File: config.mk
export PLATFORM = sky130hd
export DESIGN_NAME = nbrtab_ctrl
export DESIGN_NICKNAME = d
export VERILOG_FILES = /design/src/design/nbrtab_pkg.sv /design/src/design/nbrtab_ctrl.sv
export SDC_FILE = /design/constraint.sdc
export NUM_CORES = 1
export LEC_CHECK = 0
export BUFFER_PORTS_ARGS = -buffer_cell sky130_fd_sc_hd__buf_2
export CAP_MARGIN = 20
export CORE_ASPECT_RATIO = 1.25
export CORE_MARGIN = 3
export CORE_UTILIZATION = 50
export DETAILED_ROUTE_END_ITERATION = 8
export PLACE_DENSITY_LB_ADDON = 0.08
export SYNTH_ARGS = -nofsm -noshare
export SYNTH_HDL_FRONTEND = slang
export SYNTH_SLANG_ARGS = --single-unit
File: constraint.sdc
create_clock -name clk -period 2.29 [get_ports clk]
set_input_delay 0.3435 -clock clk [delete_from_list [all_inputs] [get_ports clk]]
set_output_delay 0.3435 -clock clk [all_outputs]
set_load 0.01 [all_outputs]
File: src/design/nbrtab_pkg.sv
// ----------------------------------------------------------------------------
// nbrtab_pkg
// Shared types, constants and controller/datapath signal groups for the
// neighbour table.
// ----------------------------------------------------------------------------
`default_nettype none
package nbrtab_pkg;

  localparam int TABLE_ENTRIES = 64;
  localparam int IDX_W         = $clog2(TABLE_ENTRIES);
  localparam int SLOT_W        = 6;
  localparam int ST_W          = 3;

  typedef logic [IDX_W-1:0] idx_t;

  localparam logic [ST_W-1:0] ST_INSERTED   = 3'd0;
  localparam logic [ST_W-1:0] ST_UPDATED    = 3'd1;
  localparam logic [ST_W-1:0] ST_EVICTED    = 3'd2;
  localparam logic [ST_W-1:0] ST_DROP_HINT  = 3'd3;
  localparam logic [ST_W-1:0] ST_DROP_YOUNG = 3'd4;
  localparam logic [ST_W-1:0] ST_HELLO      = 3'd5;
  localparam logic [ST_W-1:0] ST_NO_HELLO   = 3'd6;

  // where the result slot and hello payload come from
  localparam logic [1:0] RS_NONE = 2'd0;
  localparam logic [1:0] RS_IDX  = 2'd1;
  localparam logic [1:0] RS_OI   = 2'd2;
  localparam logic [1:0] RS_CAND = 2'd3;

  typedef struct packed {
    logic [31:0]        reuse_age_ms;
    logic signed [7:0]  immediate_threshold;
    logic signed [7:0]  recent_threshold;
    logic signed [7:0]  catchall_threshold;
    logic [31:0]        recency_ms;
    logic [31:0]        dry_spell_ms;
  } cfg_t;

  typedef struct packed {
    logic             capture;
    logic             rd_en;
    logic             rd_sel_cand;
    logic             wr_en;
    logic             wr_sel_oi;
    logic             set_valid;
    logic             clr_hello;
    logic             old_step;
    logic             hel_init;
    logic             hel_step;
    logic             set_hint;
    logic             hello_take;
    logic             res_load;
    logic [ST_W-1:0]  res_code;
    logic [1:0]       res_src;
    logic             out_load;
    idx_t             idx;
  } cmd_t;

  typedef struct packed {
    logic  mode;
    idx_t  start;
    logic  cur_valid;
    logic  addr_match;
    logic  hint_block;
    logic  young;
    logic  hello_ok;
  } sts_t;

endpackage
`default_nettype wire

File: src/design/nbrtab_ctrl.sv
// ----------------------------------------------------------------------------
// nbrtab_ctrl
// Sequencer for probe walk, oldest-entry sweep and hello sweep; owns the
// handshakes.
// ----------------------------------------------------------------------------
`default_nettype none
module nbrtab_ctrl (
  input  wire logic               clk,
  input  wire logic               rst_n,
  input  wire logic               in_valid,
  output logic                    in_ready,
  output logic                    out_valid,
  input  wire logic               out_ready,
  output nbrtab_pkg::cmd_t        cmd,
  input  wire nbrtab_pkg::sts_t   sts
);
  import nbrtab_pkg::*;

  localparam logic [3:0] S_IDLE  = 4'd0;
  localparam logic [3:0] S_SETUP = 4'd1;
  localparam logic [3:0] S_P_RD  = 4'd2;
  localparam logic [3:0] S_P_CK  = 4'd3;
  localparam logic [3:0] S_HINT  = 4'd4;
  localparam logic [3:0] S_O_RD  = 4'd5;
  localparam logic [3:0] S_O_CK  = 4'd6;
  localparam logic [3:0] S_O_END = 4'd7;
  localparam logic [3:0] S_H_RD  = 4'd8;
  localparam logic [3:0] S_H_CK  = 4'd9;
  localparam logic [3:0] S_H_FRD = 4'd10;
  localparam logic [3:0] S_H_END = 4'd11;
  localparam logic [3:0] S_FIN   = 4'd12;

  localparam idx_t LAST = idx_t'(TABLE_ENTRIES - 1);

  logic [3:0] state_r, state_nxt;
  idx_t       idx_r, idx_nxt;
  idx_t       n_r, n_nxt;
  logic       out_valid_r, out_valid_nxt;

  assign in_ready  = state_r == S_IDLE;
  assign out_valid = out_valid_r;

  always_comb begin
    cmd           = '0;
    cmd.idx       = idx_r;
    state_nxt     = state_r;
    idx_nxt       = idx_r;
    n_nxt         = n_r;
    out_valid_nxt = out_valid_r && !out_ready;
    unique case (state_r)
      S_IDLE: begin
        if (in_valid) begin
          cmd.capture = 1'b1;
          state_nxt   = S_SETUP;
        end
      end
      S_SETUP: begin
        n_nxt = '0;
        if (sts.mode) begin
          idx_nxt      = '0;
          cmd.hel_init = 1'b1;
          state_nxt    = S_H_RD;
        end else begin
          idx_nxt   = sts.start;
          state_nxt = S_P_RD;
        end
      end
      S_P_RD: begin
        if (!sts.cur_valid) begin
          cmd.wr_en     = 1'b1;
          cmd.set_valid = 1'b1;
          cmd.clr_hello = 1'b1;
          cmd.res_load  = 1'b1;
          cmd.res_code  = ST_INSERTED;
          cmd.res_src   = RS_IDX;
          state_nxt     = S_FIN;
        end else begin
          cmd.rd_en = 1'b1;
          state_nxt = S_P_CK;
        end
      end
      S_P_CK: begin
        if (sts.addr_match) begin
          cmd.wr_en    = 1'b1;
          cmd.res_load = 1'b1;
          cmd.res_code = ST_UPDATED;
          cmd.res_src  = RS_IDX;
          state_nxt    = S_FIN;
        end else if (n_r == LAST) begin
          state_nxt = S_HINT;
        end else begin
          idx_nxt   = (idx_r == LAST) ? '0 : idx_r + idx_t'(1);
          n_nxt     = n_r + idx_t'(1);
          state_nxt = S_P_RD;
        end
      end
      S_HINT: begin
        if (sts.hint_block) begin
          cmd.res_load = 1'b1;
          cmd.res_code = ST_DROP_HINT;
          cmd.res_src  = RS_NONE;
          state_nxt    = S_FIN;
        end else begin
          idx_nxt   = '0;
          state_nxt = S_O_RD;
        end
      end
      S_O_RD: begin
        cmd.rd_en = 1'b1;
        state_nxt = S_O_CK;
      end
      S_O_CK: begin
        cmd.old_step = 1'b1;
        if (idx_r == LAST) begin
          state_nxt = S_O_END;
        end else begin
          idx_nxt   = idx_r + idx_t'(1);
          state_nxt = S_O_RD;
        end
      end
      S_O_END: begin
        cmd.res_load = 1'b1;
        if (sts.young) begin
          cmd.set_hint = 1'b1;
          cmd.res_code = ST_DROP_YOUNG;
          cmd.res_src  = RS_NONE;
        end else begin
          cmd.wr_en     = 1'b1;
          cmd.wr_sel_oi = 1'b1;
          cmd.set_valid = 1'b1;
          cmd.clr_hello = 1'b1;
          cmd.res_code  = ST_EVICTED;
          cmd.res_src   = RS_OI;
        end
        state_nxt = S_FIN;
      end
      S_H_RD: begin
        cmd.rd_en = 1'b1;
        state_nxt = S_H_CK;
      end
      S_H_CK: begin
        cmd.hel_step = 1'b1;
        if (idx_r == LAST) begin
          state_nxt = S_H_FRD;
        end else begin
          idx_nxt   = idx_r + idx_t'(1);
          state_nxt = S_H_RD;
        end
      end
      S_H_FRD: begin
        cmd.rd_en       = 1'b1;
        cmd.rd_sel_cand = 1'b1;
        state_nxt       = S_H_END;
      end
      S_H_END: begin
        cmd.res_load = 1'b1;
        if (sts.hello_ok) begin
          cmd.hello_take = 1'b1;
          cmd.res_code   = ST_HELLO;
          cmd.res_src    = RS_CAND;
        end else begin
          cmd.res_code = ST_NO_HELLO;
          cmd.res_src  = RS_NONE;
        end
        state_nxt = S_FIN;
      end
      S_FIN: begin
        // hand over once the output register is free
        if (!out_valid_r || out_ready) begin
          cmd.out_load  = 1'b1;
          out_valid_nxt = 1'b1;
          state_nxt     = S_IDLE;
        end
      end
      default: state_nxt = S_IDLE;
    endcase
  end

  always_ff @(posedge clk) begin
    if (!rst_n) begin
      state_r     <= S_IDLE;
      idx_r       <= '0;
      n_r         <= '0;
      out_valid_r <= 1'b0;
    end else begin
      state_r     <= state_nxt;
      idx_r       <= idx_nxt;
      n_r         <= n_nxt;
      out_valid_r <= out_valid_nxt;
    end
  end

  a_accept_setup: assert property (@(posedge clk) disable iff (!rst_n)
    in_valid && in_ready |=> state_r == S_SETUP)
    else $error("accepted word did not start a sequence");

  a_load_valid: assert property (@(posedge clk) disable iff (!rst_n)
    cmd.out_load |=> out_valid_r)
    else $error("result loaded without valid");

  a_check_after_read: assert property (@(posedge clk) disable iff (!rst_n)
    state_r == S_P_CK |-> $past(state_r) == S_P_RD)
    else $error("probe compare without prior read");

  a_one_write: assert property (@(posedge clk) disable iff (!rst_n)
    cmd.wr_en |-> cmd.res_load)
    else $error("table write without result");

endmodule
`default_nettype wire

---- Word-level counts from Yosys, hierarchy flattened ----
Index checks and enable logic that the tools add are counted.
Widths: inputs -> output; s select.
storage, ports and cells
  bits in registers ....................... 17
  logic and storage cells ................. 89
  bits in latches ......................... 0
  RAM bits ................................ 0
  memories ................................ 0
  input bits .............................. 16
  memory bits (read-only) ................. 0
operators by class
  shifts and indexed selects .............. 0
  $lt $le $gt $ge ......................... 0
  $add $sub $neg .......................... 2
  reduce and logical (&&, ||, !) cells .... 13
  multiplexer cells ....................... 50
  equality and inequality tests ........... 20
  div/mod/pow operators ................... 0
  multipliers ............................. 0
  bitwise operators ....................... 0
operators with widths
  cell                 count
  $mux 6               11
  $pmux 4 s12          1
  $mux 4               8
  $pmux 6 s5           1
  $pmux 6 s4           1
  $eq 4x4->1 const B   5
  $mux 1               19
  $eq 4x3->1 const B   4
  $add 6x1->6 const B  2
  $eq 6x6->1 const B   2
  $ne 2x2->1 const B   6
  $pmux 6 s2           1
  $eq 4x2->1 const B   2
  $mux 2               3
  $mux 5               1
  $reduce_and 5->1     1
  $eq 4x1->1 const B   1
  $logic_not 4->1      1
  $pmux 2 s2           1
  $reduce_bool 4->1    1
  $reduce_or 2->1      2
  $mux 3               1
  $pmux 1 s3           1
  $reduce_and 3->1     1
  7 further kinds      8

---- Logic depth before layout (Yosys ltp) ----
  depth after elaboration ................. 5
  gate-level depth with buffers ........... 7
  mapped depth without buffers ............ 6

---- Least setup slack after synthesis ----
No wires, ideal clock.
  path type ............................... reg2out
  start ................................... reg state_r[2]
  end ..................................... out cmd[19] in the netlist's numbering
  data required time ...................... 1.947 ns
  buffers on the path ..................... 3
  data arrival time ....................... 1.520 ns
  stages on the path, launching flop included .. 6
  slack ................................... 0.427 ns
  cell sequence ........................... dfxtp_1 > buf_2 > buf_1 > a31oi_1 > nor3b_1 > buf_4
RTL lines
  element                 line                text
  start, declared         nbrtab_ctrl.sv:35   logic [3:0] state_r, state_nxt;
  start signal, assigned  nbrtab_ctrl.sv:186  state_r <= state_nxt;
  end, declared           nbrtab_ctrl.sv:14   output nbrtab_pkg::cmd_t cmd,

==> results.tsv <==
stage	metric	value	unit
critical_path	r2r worst-path depth	6	
power_and_ir_drop	PwrDens	539	mW/mm^2
yosys	syn avg cell area	7.42	sq um
cts	clock latency on the worst-skew pair	290	ps
die	I/O pins	43	
finish	Ant. Diodes	0	
timing	period utilisation layout	89.1	%
timing	TNS Setup	0	ps
worst_hold_path	hold depth	3	
finish	Final nets	237	
status	status	completed	
route	detail-routed via count per cell	6.02	
critical_path	RR Endpoint	idx_r[3]	
yosys	Synth Instances	181	
critical_path	type of destination of the critical path	output port	
cts	Setup Buffers After CTS	0	
global_route	number of global-route vias before repair	1343	
critical_path	Critical Path Source Type	flip-flop	
die	overall die height	63.9	microns
timing	worst-margin pin slew	516	ps
power_and_ir_drop	Max rail drop VDD	290	uV
placed_design	number of placed cells counting well taps	247	
route	post-route ant nets	0	
cts	# clock sinks	17	
timing	final setup fails	0	
critical_path	CP startpoint	state_r[0]	
timing	endpoints failing hold	0	
worst_hold_path	hold crit path type	input port to flip-flop	
worst_hold_path	Hold Path End	state_r[0]	
global_route	GR Overflow Total	0	
placed_design	IO Port Bufs	42	
die	die area	0.00335	sq mm
timing	worst hold slack	309	ps
finish	commonest cells after routing, fill and taps aside	42 x buf_2, 19 x nor2_1, 16 x nand2_1	
finish	most common cell after layout, fill and taps aside	buf_2	
cts	H-Tree Level Count	1	
yosys	Synth Flop Type	dfxtp_1	
route	first drt pass iteration count	4	
route	Initial DRC Count	52	
yosys	synthesized net count	199	
yosys	register bit total from synthesis	17	
die	chip width	52.3	microns
route	DR WL/cell	14.7	microns
critical_path	worst r2r src	idx_r[0]	
cts	post-cts sizing count	0	
timing	RSZ-0062 raised after global routing	no	
die	# rows	20	
yosys	mapped cell area	0.00134	sq mm
die	Initial Util	53.7	%
yosys	Yosys cell types	51	
critical_path	crit path DAT	1700	ps
cts	CTS tree	yes	
cts	CTS Buf Count	3	
timing	Fmax	490	MHz
cts	Clk Tree Root Cell	clkbuf_4	
finish	layout cells sized above 1	28.4	%
timing	minimum clock period	2040	ps
global_route	largest net degree at the start of global routing	21	
yosys	share of the yosys chip area belonging to registers	25.3	%
finish	register area	343	sq um
power_and_ir_drop	Pleak	0.000699	uW
finish	synth-to-layout area growth	18.5	%
placed_design	HPWL after DPL	2860	microns
yosys	share of flip-flops with an asynchronous set or reset	0	%
timing	slew margin rel.	65.3	%
global_route	initial antenna violation count	0	
global_route	global-route wire length before repair	5860	microns
cts	Hold Buf Count CTS	0	
critical_path	FF-to-FF setup slack	370	ps
placed_design	Placer Congestion	0.878	
yosys	Ys Warns	0	
finish	area of the multi-input gates	906	sq um
worst_hold_path	Worst Min Path Start	in_valid	
route	Vias	1510	
die	core area	0.00250	sq mm
critical_path	Critical Path RT	1950	ps
route	drt total wl	3680	microns
finish	# fillers	243	
timing	setup ws final	250	ps
placed_design	Post-Place Worst Slack	333	ps
critical_path	crit path kind	flip-flop to output port	
flow_run	Max Cap Violations	0	
timing	Slew Limit Fails	0	
finish	non-filler cells, final	251	
cts	Clock Tree Buf Depth	2	
yosys	Post-synth EDFFs	0	
critical_path	maximum fanout along the worst path	20	
route	DRC Markers	0	
global_route	GRT Resource Usage Total	22.2	%
timing	Worst Skew	2.92	ps
cts	CTS clk-pin slew, worst paths	100	ps
## synthesized netlist by cell type (all sizes together), types with 2 or more instances
cell type,n,area [sq um]
clkbuf,4,15.0
nor4,2,12.5
a21oi,13,65.1
inv,9,33.8
a31oi,4,25.0
and2,3,18.8
xor2,3,26.3
nand4,3,18.8
o32ai,4,35.0
o31ai,3,22.5
nand3,8,40.0
nor2b,5,31.3
nor2,19,71.3
o21ai,6,30.0
nor3,10,55.1
ha,2,25.0
buf,9,47.5
a22oi,3,22.5
nor3b,2,20.0
a211oi,6,50.1
xnor2,2,17.5
o211ai,2,15.0
nand2,17,66.3
dfxtp,17,340
nand2b,5,31.3
## worst max-delay path by stage
| stage | cells past startpoint | endpoint |
|---|---|---|
| after detailed placement | 5 | idx_r[4] |
| after global placement | 5 | idx_r[3] |
| final | 5 | cmd[12] |
| after floorplan | 5 | cmd[19] |
| after CTS | 5 | cmd[12] |
| after global routing | 5 | cmd[12] |
## routing by layer
layer	vias to the layer above	wire length (microns)	part of all wire, %	global-route usage (%)
met3	8	309	8.4	2.80
met2	72	1820	49	38.0
met4	0	70	1.9	8.95
met1	687	1480	40	27.2
li1	743	-	-	-
met5	-	0	0	0
## state kept, by name (all words and copies together) (netlist names)
register / flops
idx_r: 6
state_r: 4
n_r: 6
out_valid: 1
## final cells by class
cell class                 instances  area share [%]
timing repair buffer              46            15.1
multi-input combinational        142            57.0
clock buffer                       4            1.65
tap                               33            2.60
sequential                        17            21.6
inverter                           9            2.12
## power by group
| part | leakage (uW) | switching (uW) | internal [uW] | total [uW] |
|---|---|---|---|---|
| Clock | 0.0000150 | 95.9 | 67.7 | 164 |
| Sequential | 0.000139 | 53.8 | 319 | 373 |
| Combinational | 0.000545 | 186 | 134 | 320 |
| Total | 0.000699 | 335 | 521 | 856 |
## critical path, cell delays in order, from the launching register on
cell and delay [ps]:
dfxtp_2 570, and2_1 290, a21oi_1 50, o21ai_0 220, nand2b_1 140, buf_2 120
## cell families (layout without fill, tap and decap cells)
kind of cell | after synthesis | in the layout | synth area share, %
AND/OR/NAND/NOR | 81 | 81 | 33.6
AO/OA/AOI/OAI | 54 | 54 | 28.8
buffers and inverters | 22 | 59 | 7.18
flip-flops | 17 | 17 | 25.3
XOR/XNOR | 5 | 5 | 3.26
adder cells (fa/ha/maj) | 2 | 2 | 1.86
## stage by stage
| stage | util, % | area, sq um | power, uW |
|---|---|---|---|
| 2_1_floorplan | - | 1340 | 594 |
| 3_3_place_gp | 62.4 | 1560 | 687 |
| 3_5_place_dp | 62.4 | 1560 | 695 |
| 4_1_cts | 63.4 | 1590 | 858 |
| 5_1_grt | 63.6 | 1590 | 918 |
| 6_report | 63.6 | 1590 | 856 |
Note: power is estimated with default switching activity, not from simulation.
